### config.mk
export PLATFORM = sky130hd
export DESIGN_NAME = mcs_adj_store
export DESIGN_NICKNAME = d
export VERILOG_FILES = /design/src/hw/rtl/mcs_adj_store.sv
export SDC_FILE = /design/constraint.sdc
export NUM_CORES = 1
export LEC_CHECK = 0
export ABC_CLOCK_PERIOD_IN_PS = 8320
export BUFFER_PORTS_ARGS = -buffer_cell sky130_fd_sc_hd__buf_2
export CORE_AREA = 3 3 274 276
export DETAILED_ROUTE_END_ITERATION = 12
export DIE_AREA = 0 0 277 279
export GPL_ROUTABILITY_DRIVEN = 1
export GPL_TIMING_DRIVEN = 0
export PLACE_DENSITY = 0.64
export SLEW_MARGIN = 0
export SYNTH_ARGS = -nofsm -noshare
export SYNTH_HDL_FRONTEND = slang
export SYNTH_SLANG_ARGS = --single-unit
### constraint.sdc
create_clock -name clk -period 8.32 [get_ports clk]
set_clock_uncertainty 0.1 [all_clocks]
set_input_delay 0.416 -clock clk [delete_from_list [all_inputs] [get_ports clk]]
set_output_delay 0.416 -clock clk [all_outputs]
set_load 0.005 [all_outputs]
### src/hw/rtl/mcs_adj_store.sv
module mcs_adj_store #(
  parameter int HALF = 13
) (
  input  logic                              clk,
  input  logic                              rst_n,
  input  logic                              wr_en,
  input  logic [$clog2(2*HALF)-1:0]         wr_row,
  input  logic [2*HALF-1:0]                 wr_bits,
  input  logic                              clr,
  output logic [2*HALF-1:0][2*HALF-1:0]     rows
);

  localparam int Verts = 2 * HALF;

  logic [Verts-1:0] row_r [Verts];
  logic [Verts-1:0] valid_r;

  always_ff @(posedge clk) begin
    if (!rst_n) begin
      valid_r <= '0;
    end else if (clr) begin
      valid_r <= '0;
    end else if (wr_en && (int'(wr_row) < Verts)) begin
      valid_r[wr_row] <= 1'b1;
    end
  end

  always_ff @(posedge clk) begin
    if (wr_en && (int'(wr_row) < Verts)) begin
      row_r[wr_row] <= wr_bits;
    end
  end

  always_comb begin
    for (int i = 0; i < Verts; i++) begin
      rows[i] = valid_r[i] ? row_r[i] : '0;
    end
  end

endmodule

; ---- Yosys cells after proc, flatten, opt, wreduce, memory -nomap -nowiden
; Memories as Yosys holds them, arrays and structs flattened.
; Cells that the tools add are included.
[totals]
ramBits = 676
in_bits = 35
register_bits = 26
output_inout_bits = 676
wordCells = 40
memories = 1
[mem_list]
columns = name, words, width, rd, rd_clocked_by_memory_dff, write_ports, line
row1 = row_r, 26, 26, 26, 0, 1, 15  ; logic [Verts-1:0] row_r [Verts];
[op_classes]
n_mux = 30
n_reduce_logical = 3
bitwise = 2
n_lt_le_gt_ge = 3
[op_table]
columns = cell, count
row1 = two-way mux 26 bit, 26
row2 = OR 26 bit, 1
row3 = less-than comparator 5 x 6 -> 1 bit (second input constant), 1
row4 = demux 1 bit (select 5 bit), 1
row5 = >= comparator 5 x 1 -> 1 bit (second input constant), 1
row6 = less-than comparator 5 bit (second input constant), 1
row7 = two-way mux 1 bit, 3
row8 = logical AND 1 bit, 2
row9 = OR reduction 2 bit, 1
row10 = NOT 1 bit, 1

; ---- Logic depth before layout (Yosys ltp)
; Gate-level depths: netlist (run 1).
[logic_depth]
ltp_word = 5
depth_mapped = 4
mapped_depth_nobuf = 2

; ---- Worst setup path before layout (run 1)
; No wires, ideal clock.
[synth_path]
path_type = input -> register
start = input wr_row[4]
end = memory row_r[10][0] (netlist name) (enable)
n_path_buf = 1
arrival_time_ps = 2748
slack_ps = 5030
cell_stages = 3
t_required_ps = 7778
setup_time_ps = 442
path_cell_list = buf_2 -> nand4b_1 -> nor3_1
[synth_between]
elab_chain_len = 4
[synth_lines]
columns = element, line
row1 = start: declaration, 7  ; input logic [$clog2(2*HALF)-1:0] wr_row,
row2 = less-than comparator 5 bit, 29  ; if (wr_en && (int'(wr_row) < Verts)) begin
row3 = logical AND 1 bit, 29
row4 = two-way mux 1 bit, 29
row5 = two-way mux 1 bit (not written as such), 30  ; row_r[wr_row] <= wr_bits;
row6 = end: declaration, 15
; Parallel ways exist; a longest one is shown, timed or not.

==> results of run 1 <==
-- state kept, by name, summed over array words and instances, names as in the netlist --
signal	flops
row_r	676
valid_r	26
-- through the flow --
step	util	power (W)	setup WS [ns]	cell area, sq um	hold WS [ns]
floorplan	-	0.00402	5.03	25900	0.415
global placement	0.420	0.00417	3.41	30600	0.687
detailed placement	0.429	0.00418	5.32	31200	0.691
CTS	0.461	0.00736	5.41	33600	0.101
global route	0.461	0.00750	5.42	33600	0.134
finish	0.461	0.00729	5.57	33600	0.145
-- layout make-up --
type,count,area [sq um]
Clock buffer,93,1990
Clock inverter,40,350
Sequential cell,702,20800
Antenna cell,5,12.5
Fill cell,6465,39300
Multi-Input combinational cell,750,4880
Timing Repair Buffer,740,4080
Tap cell,959,1200
Buffer,63,248
-- final timing paths --
check,to,cells past startpoint
hold reg to reg,valid_r[4],2
hold / removal,valid_r[0],3
setup reg to reg,valid_r[20],2
setup / recovery,rows[542],3
-- placed cells by master, fill, tap and decap left out, drive strengths merged --
cell type	synthesis	layout
bufinv	0	3
and2	676	676
nor3	7	7
diode	0	5
o2bb2ai	26	26
nor2	19	19
clkinvlp	0	4
buf	9	749
nand2	2	2
or4b	3	3
inv	0	6
dfxtp	26	26
clkbuf	54	147
nand2b	4	4
clkinv	0	27
nand4bb	7	7
nand4b	5	5
nor2b	1	1
edfxtp	676	676
-- power breakdown --
| part | total [W] | switching [W] | internal, W |
|---|---|---|---|
| registers | 0.00392 | 0.00000902 | 0.00392 |
| logic | 0.000178 | 0.000154 | 0.0000249 |
| clock network | 0.00319 | 0.00138 | 0.00181 |
-- cells by family (layout without fill, tap and decap cells) --
family | count (synthesis) | after routing | share of synthesized area
flops | 702 | 702 | 0.805
buf+inv | 63 | 936 | 0.00958
simple gates | 724 | 724 | 0.175
compound gates | 26 | 26 | 0.00977
other cells | 0 | 5 | 0
-- worst reg2reg max path, delay by kind of cell (launching register included) --
| family | cells | cell delay (ns) |
|---|---|---|
| buffers and inverters | 1 | 0.50 |
| flip-flops | 1 | 0.77 |
| AO/OA/AOI/OAI | 1 | 0.17 |
-- routing by layer --
layer  global-route usage  vias up
met4               0.0753        6
met1                0.265     8106
met2                0.377      795
li1                     -     7024
met3               0.0472      149
met5                    0        -
==> impl_metrics.py, run 1 <==
metrics = {
    "run_status": {
        "status": "complete, no violations",
    },
    "logic_synthesis": {
        "syn_area_per_cell_sq_um": 17.1,
        "synth_edf_count": 676,
        "synth_top_cell_by_area": "edfxtp_1",
        "synth_top_area_share": 0.785,
        "async_flop_share": 0,
        "synth_flop_cell": "edfxtp_1",
        "yosysSeqAreaShare": 0.805,
        "synth_nets": 1550,
        "yosys-top-cells-area": "edfxtp_1 (79%), and2_1 (16%), dfxtp_1 (2.0%)",
        "ys_seq_elements": 702,
        "netlist_area_sq_mm": 0.0259,
        "ys_warn_count": 0,
        "netlist_top_cells_count": "and2_1 (676), edfxtp_1 (676), clkbuf_1 (54)",
        "syn_inst": 1515,
        "ys_types": 17,
    },
    "floorplan": {
        "ios": 711,
        "fp-row-count": 99,
        "dieArea_sq_mm": 0.0773,
        "dieWidth_microns": 277,
        "die_y_microns": 279,
        "initial_utilization": 0.355,
        "core_sq_mm": 0.0728,
    },
    "worst_setup_path": {
        "crit_slowest_cell": "dfxtp_1",
        "critPathBufInv": 2,
        "start_kind": "flip-flop",
        "worst_path_largest_cell_delay_ns": 0.77,
        "r2r_slack_ns": 6.70,
        "crit_chain": "clkbuf_1 -> and2_1 -> buf_2",
        "end_kind": "primary output",
        "crit_start": "valid_r[20]",
        "timing.setup.critical_path_class": "reg -> out",
        "cp_top_family": "flip-flops",
        "critical_path_peak_fanout": 10,
        "r2r_start": "valid_r[20]",
        "cp.arrival_ns": 2.24,
        "worst-endpoint-required_ns": 7.80,
    },
    "timing": {
        "period_minus_slack_ns": 2.75,
        "finalSetupViolations": 0,
        "slew_violations": 0,
        "slew_headroom": 0.261,
        "rsz0062_at_grt": "no",
        "fmax_mhz": 363,
        "tns_ns": 0,
        "hold_viol_final": 0,
        "worst_pin_slew_ns": 1.11,
        "post-route-period-util": 0.331,
    },
    "route": {
        "m1WireLength_microns": 33100,
        "firstDrtPassIters": 5,
        "vias": 16080,
        "ant_nets": 0,
        "wire_per_inst_microns": 25.7,
        "viasPerCell": 4.80,
        "dr_wl_met3_microns": 6570,
        "drtIter0Drc": 1410,
        "top_layer_used": "met5",
        "drt_wl_total_microns": 86100,
        "routed-wl-met2_microns": 43800,
        "drc": 0,
    },
    "global_routing": {
        "grt.overflow.total": 0,
        "grt_pass1_vias": 16059,
        "antenna_found_initial": 7,
        "grt_max_degree": 27,
        "grt_pass1_wl_microns": 119000,
        "grtUsageTotal": 0.216,
    },
    "finish": {
        "finalNonFillerCells": 3352,
        "drive_above_1_share": 0.369,
        "area_growth_pct": 29.8,
        "final_nets": 2368,
    },
    "flow_run": {
        "cap_violations": 0,
    },
    "clocking": {
        "clock_latency_ns": 0.61,
        "cts_tree": "built",
        "numCtsBuffers": 76,
        "clk_path_buf_depth": 3,
        "cts.hold.buffers_added": 0,
        "post_cts_buffers": 0,
        "ctsResizeCount": 0,
        "clkTransAtPathRegs_ns": 0.06,
        "clock-sinks": 702,
        "cts_root_buf": "clkbuf_16",
        "htree_levels": 3,
    },
    "power": {
        "ir_drop_mv": 0.164,
        "power.density_mw_per_mm2": 217,
        "p_leak_nw": 13.8,
    },
    "placed_design": {
        "dp_cells": 3214,
        "gp_congestion": 0.811,
        "io_buffers": 709,
        "hpwl_microns": 56900,
    },
    "min_path": {
        "holdCritStartpoint": "wr_row[4]",
        "hold_path_class": "in -> reg",
    },
}
No activity file was read; power rests on OpenSTA's default activity.
==> run 2: changes to the inputs <==
==> config.mk (replaced) <==
export PLATFORM = sky130hd
export DESIGN_NAME = mcs_adj_store
export DESIGN_NICKNAME = d
export VERILOG_FILES = /design/src/hw/rtl/mcs_adj_store.sv
export SDC_FILE = /design/constraint.sdc
export NUM_CORES = 1
export LEC_CHECK = 0
export ABC_AREA = 1
export ABC_CLOCK_PERIOD_IN_PS = 2200
export BUFFER_PORTS_ARGS = -buffer_cell sky130_fd_sc_hd__buf_2
export CORE_AREA = 3 3 272 274
export DETAILED_ROUTE_END_ITERATION = 12
export DIE_AREA = 0 0 275 277
export GPL_ROUTABILITY_DRIVEN = 1
export GPL_TIMING_DRIVEN = 0
export PLACE_DENSITY = 0.68
export SLEW_MARGIN = 0
export SYNTH_ARGS = -nofsm -noshare
export SYNTH_HDL_FRONTEND = slang
export SYNTH_SLANG_ARGS = --single-unit
==> constraint.sdc (replaced) <==
create_clock -name clk -period 2.2 [get_ports clk]
set_clock_uncertainty 0.1 [all_clocks]
set_input_delay 0.11 -clock clk [delete_from_list [all_inputs] [get_ports clk]]
set_output_delay 0.11 -clock clk [all_outputs]
set_load 0.005 [all_outputs]
==> run 2 against run 1 <==
Compared with the run above:
- synthesized cell count increased by 51%
- final cell count grew 22%
- register-to-register slack worse by 6.0 ns
- flip-flop and latch count unchanged
- largest cell class unchanged
- largest power group unchanged
- highest routed layer is now met4
==> impl_metrics.py, run 2 <==
metrics = {
    "finish": {
        "antennaDiodeCount": 0,
        "reg.largest.list": "row_r (676), valid_r (26)",
        "final_nets": 3112,
        "area_growth_pct": 26.9,
        "final_common_cell": "buf_2",
        "largest_reg_flops": 676,
        "layout_common_cells": "buf_2 (759), inv_1 (728), nand2_1 (707)",
        "drive_above_1_share": 0.281,
        "regMostFlops": "row_r",
    },
    "timing": {
        "period_minus_slack_ns": 2.11,
        "setup_slack_ns": 0.0902,
        "slew_headroom": 0.221,
        "finalSetupViolations": 0,
        "fmax_mhz": 474,
        "fin_hold_ws_ns": 0.0360,
        "rsz0062_at_grt": "no",
        "slew_violations": 0,
        "worst_pin_slew_ns": 1.17,
        "post-route-period-util": 0.959,
        "hold_viol_final": 0,
    },
    "worst_setup_path": {
        "worst-endpoint-required_ns": 2.64,
        "critPathMostFrequentCell": "dlygate4sd3_1",
        "cp_top_family": "buffers and inverters",
        "crit_slowest_cell": "dlygate4sd3_1",
        "timing.setup.critical_path_class": "in -> reg",
        "cp.arrival_ns": 2.55,
        "r2r_end": "valid_r[25]",
        "critPathBufInv": 4,
        "r2r_slack_ns": 0.69,
        "critical_path_peak_fanout": 5,
        "start_kind": "input pin",
        "worst_path_largest_cell_delay_ns": 0.63,
        "r2r_start": "valid_r[25]",
        "rr_worst_depth": 3,
        "end_kind": "flip-flop",
        "crit_chain": "buf_2 -> dlygate4sd3_1 -> nand3_1 -> nor2_1 -> nand2_2 -> dlygate4sd3_1 -> a21oi_1 -> dlygate4sd3_1",
        "crit_cells": 8,
    },
    "logic_synthesis": {
        "synth_most_common_cell": "inv_1",
        "synth_top_cell_by_area": "edfxtp_1",
        "netlist_top_cells_count": "inv_1 (735), nand2_1 (707), edfxtp_1 (676)",
        "ys_seq_elements": 702,
        "syn_inst": 2290,
        "yosys-top-cells-area": "edfxtp_1 (75%), inv_1 (10%), nand2_1 (9.9%)",
        "async_flop_share": 0,
        "yosysSeqAreaShare": 0.774,
        "syn_area_per_cell_sq_um": 11.8,
        "synth_edf_count": 676,
        "synth_nets": 2325,
        "ys_types": 12,
        "netlist_area_sq_mm": 0.0269,
        "synth_top_area_share": 0.754,
        "synth_flop_cell": "edfxtp_1",
        "ys_warn_count": 0,
    },
    "global_routing": {
        "grt.overflow.total": 0,
        "grt_pass1_wl_microns": 119000,
        "grtUsageTotal": 0.220,
        "antenna_found_initial": 4,
        "grt_max_degree": 27,
        "grt_pass1_vias": 17335,
    },
    "route": {
        "ant_nets": 0,
        "drt_wl_total_microns": 86100,
        "vias": 18163,
        "drc": 0,
        "firstDrtPassIters": 5,
        "viasPerCell": 4.44,
        "drtIter0Drc": 1592,
        "wire_per_inst_microns": 21.1,
    },
    "flow_run": {
        "cap_violations": 0,
    },
    "placed_design": {
        "io_buffers": 710,
        "gp_congestion": 0.804,
        "hpwl_microns": 54300,
        "post-place-ws_ns": -0.298,
    },
    "floorplan": {
        "core_sq_mm": 0.0716,
        "dieArea_sq_mm": 0.0762,
        "initial_utilization": 0.376,
        "ios": 711,
        "dieWidth_microns": 275,
        "die_y_microns": 277,
        "fp-row-count": 98,
    },
    "run_status": {
        "status": "complete, no violations",
    },
    "power": {
        "p_leak_nw": 19.3,
        "ir_drop_mv": 0.650,
        "power.density_mw_per_mm2": 805,
    },
    "min_path": {
        "worstHoldPathCells": 4,
        "holdCritStartpoint": "clr",
        "holdPathEnd": "valid_r[16]",
        "hold_path_class": "in -> reg",
    },
    "clocking": {
        "htree_levels": 3,
        "clock-sinks": 702,
        "cts_root_buf": "clkbuf_16",
        "clkTransAtPathRegs_ns": 0.06,
        "post_cts_buffers": 0,
        "cts_tree": "built",
        "numCtsBuffers": 73,
        "clk_path_buf_depth": 3,
        "clock_latency_ns": 0.59,
    },
}
-- run 2: cell types whose count changed in the layout (fill, tap and decap cells not counted), sizes merged, moves of 7 or more --
cell         delta
and2          -676
dlygate4sd3    +16
clkinv          +7
nand2         +708
buf            +14
clkbuf         -43
o2bb2ai        -26
nor2           +11
nor3            -7
inv           +730
nand4bb         -7
a21oi          +26
-- run 2: logic make-up (layout without fill, tap and decap cells) --
family / after synthesis / after routing / share of synthesized area
buf+inv: 817 / 1664 / 0.117
simple gates: 745 / 745 / 0.105
flops: 702 / 702 / 0.774
compound gates: 26 / 26 / 0.00484
-- run 2: worst min-delay path, stage by stage --
cell and delay (ns):
buf_2 0.08, inv_1 0.04, nand2_1 0.38, a21oi_1 0.07
-- run 2: worst max path at each step --
stage	startpoint	to	slack (ns)
6_report	wr_row[2]	valid_r[14]	0.09
3_5_place_dp	wr_row[1]	row_r[1][0]	-0.30
3_3_place_gp	wr_row[1]	row_r[1][0]	-0.26
5_1_grt	valid_r[19]	rows[510]	0.01
4_1_cts	valid_r[1]	rows[49]	0.004
2_1_floorplan	wr_row[1]	row_r[12][0]	0.56
-- run 2: per-stage QoR --
step                power (W)  TNS, ns  area, sq um  utilization  cells
finish                 0.0275        0        34100        0.477   4087
global placement       0.0157   -31.08        31700        0.442   3950
global route           0.0283        0        34100        0.477   4087
CTS                    0.0277        0        34100        0.476   4094
detailed placement     0.0157   -48.20        31700        0.442   3950
floorplan              0.0152        0        26900            -   2290
-- run 2: power breakdown --
group | total (W) | switching (W) | internal, W
clock | 0.0120 | 0.00521 | 0.00680
combinational | 0.000640 | 0.000566 | 0.0000744
sequential | 0.0148 | 0.0000358 | 0.0148
total | 0.0275 | 0.00581 | 0.0217
-- run 2: timing repair --
item / in CTS / in global routing
hold buffers: 17 / 0
hold endpoints to repair: 14 / 0
resized for setup: 2 / 11
endpoints found under the setup margin: 101 / 198
-- run 2: area by class of cell --
type | instances | area [sq um]
fill | 6360 | 37500
sequential | 702 | 20800
timing repair buffer | 729 | 3770
multi-input combinational | 771 | 2950
inverter | 735 | 2780
clock buffer | 90 | 1930
tap | 950 | 1190
clock inverter | 45 | 379
buffer | 65 | 323
-- run 2: layer usage --
layer  track usage  wire length, microns  vias up
met4        0.0892                  3420        0
met5             0                     0        -
met3        0.0483                  7280      184
met2         0.380                 42900      893
li1              -                     -     8447
met1         0.266                 32500     8639
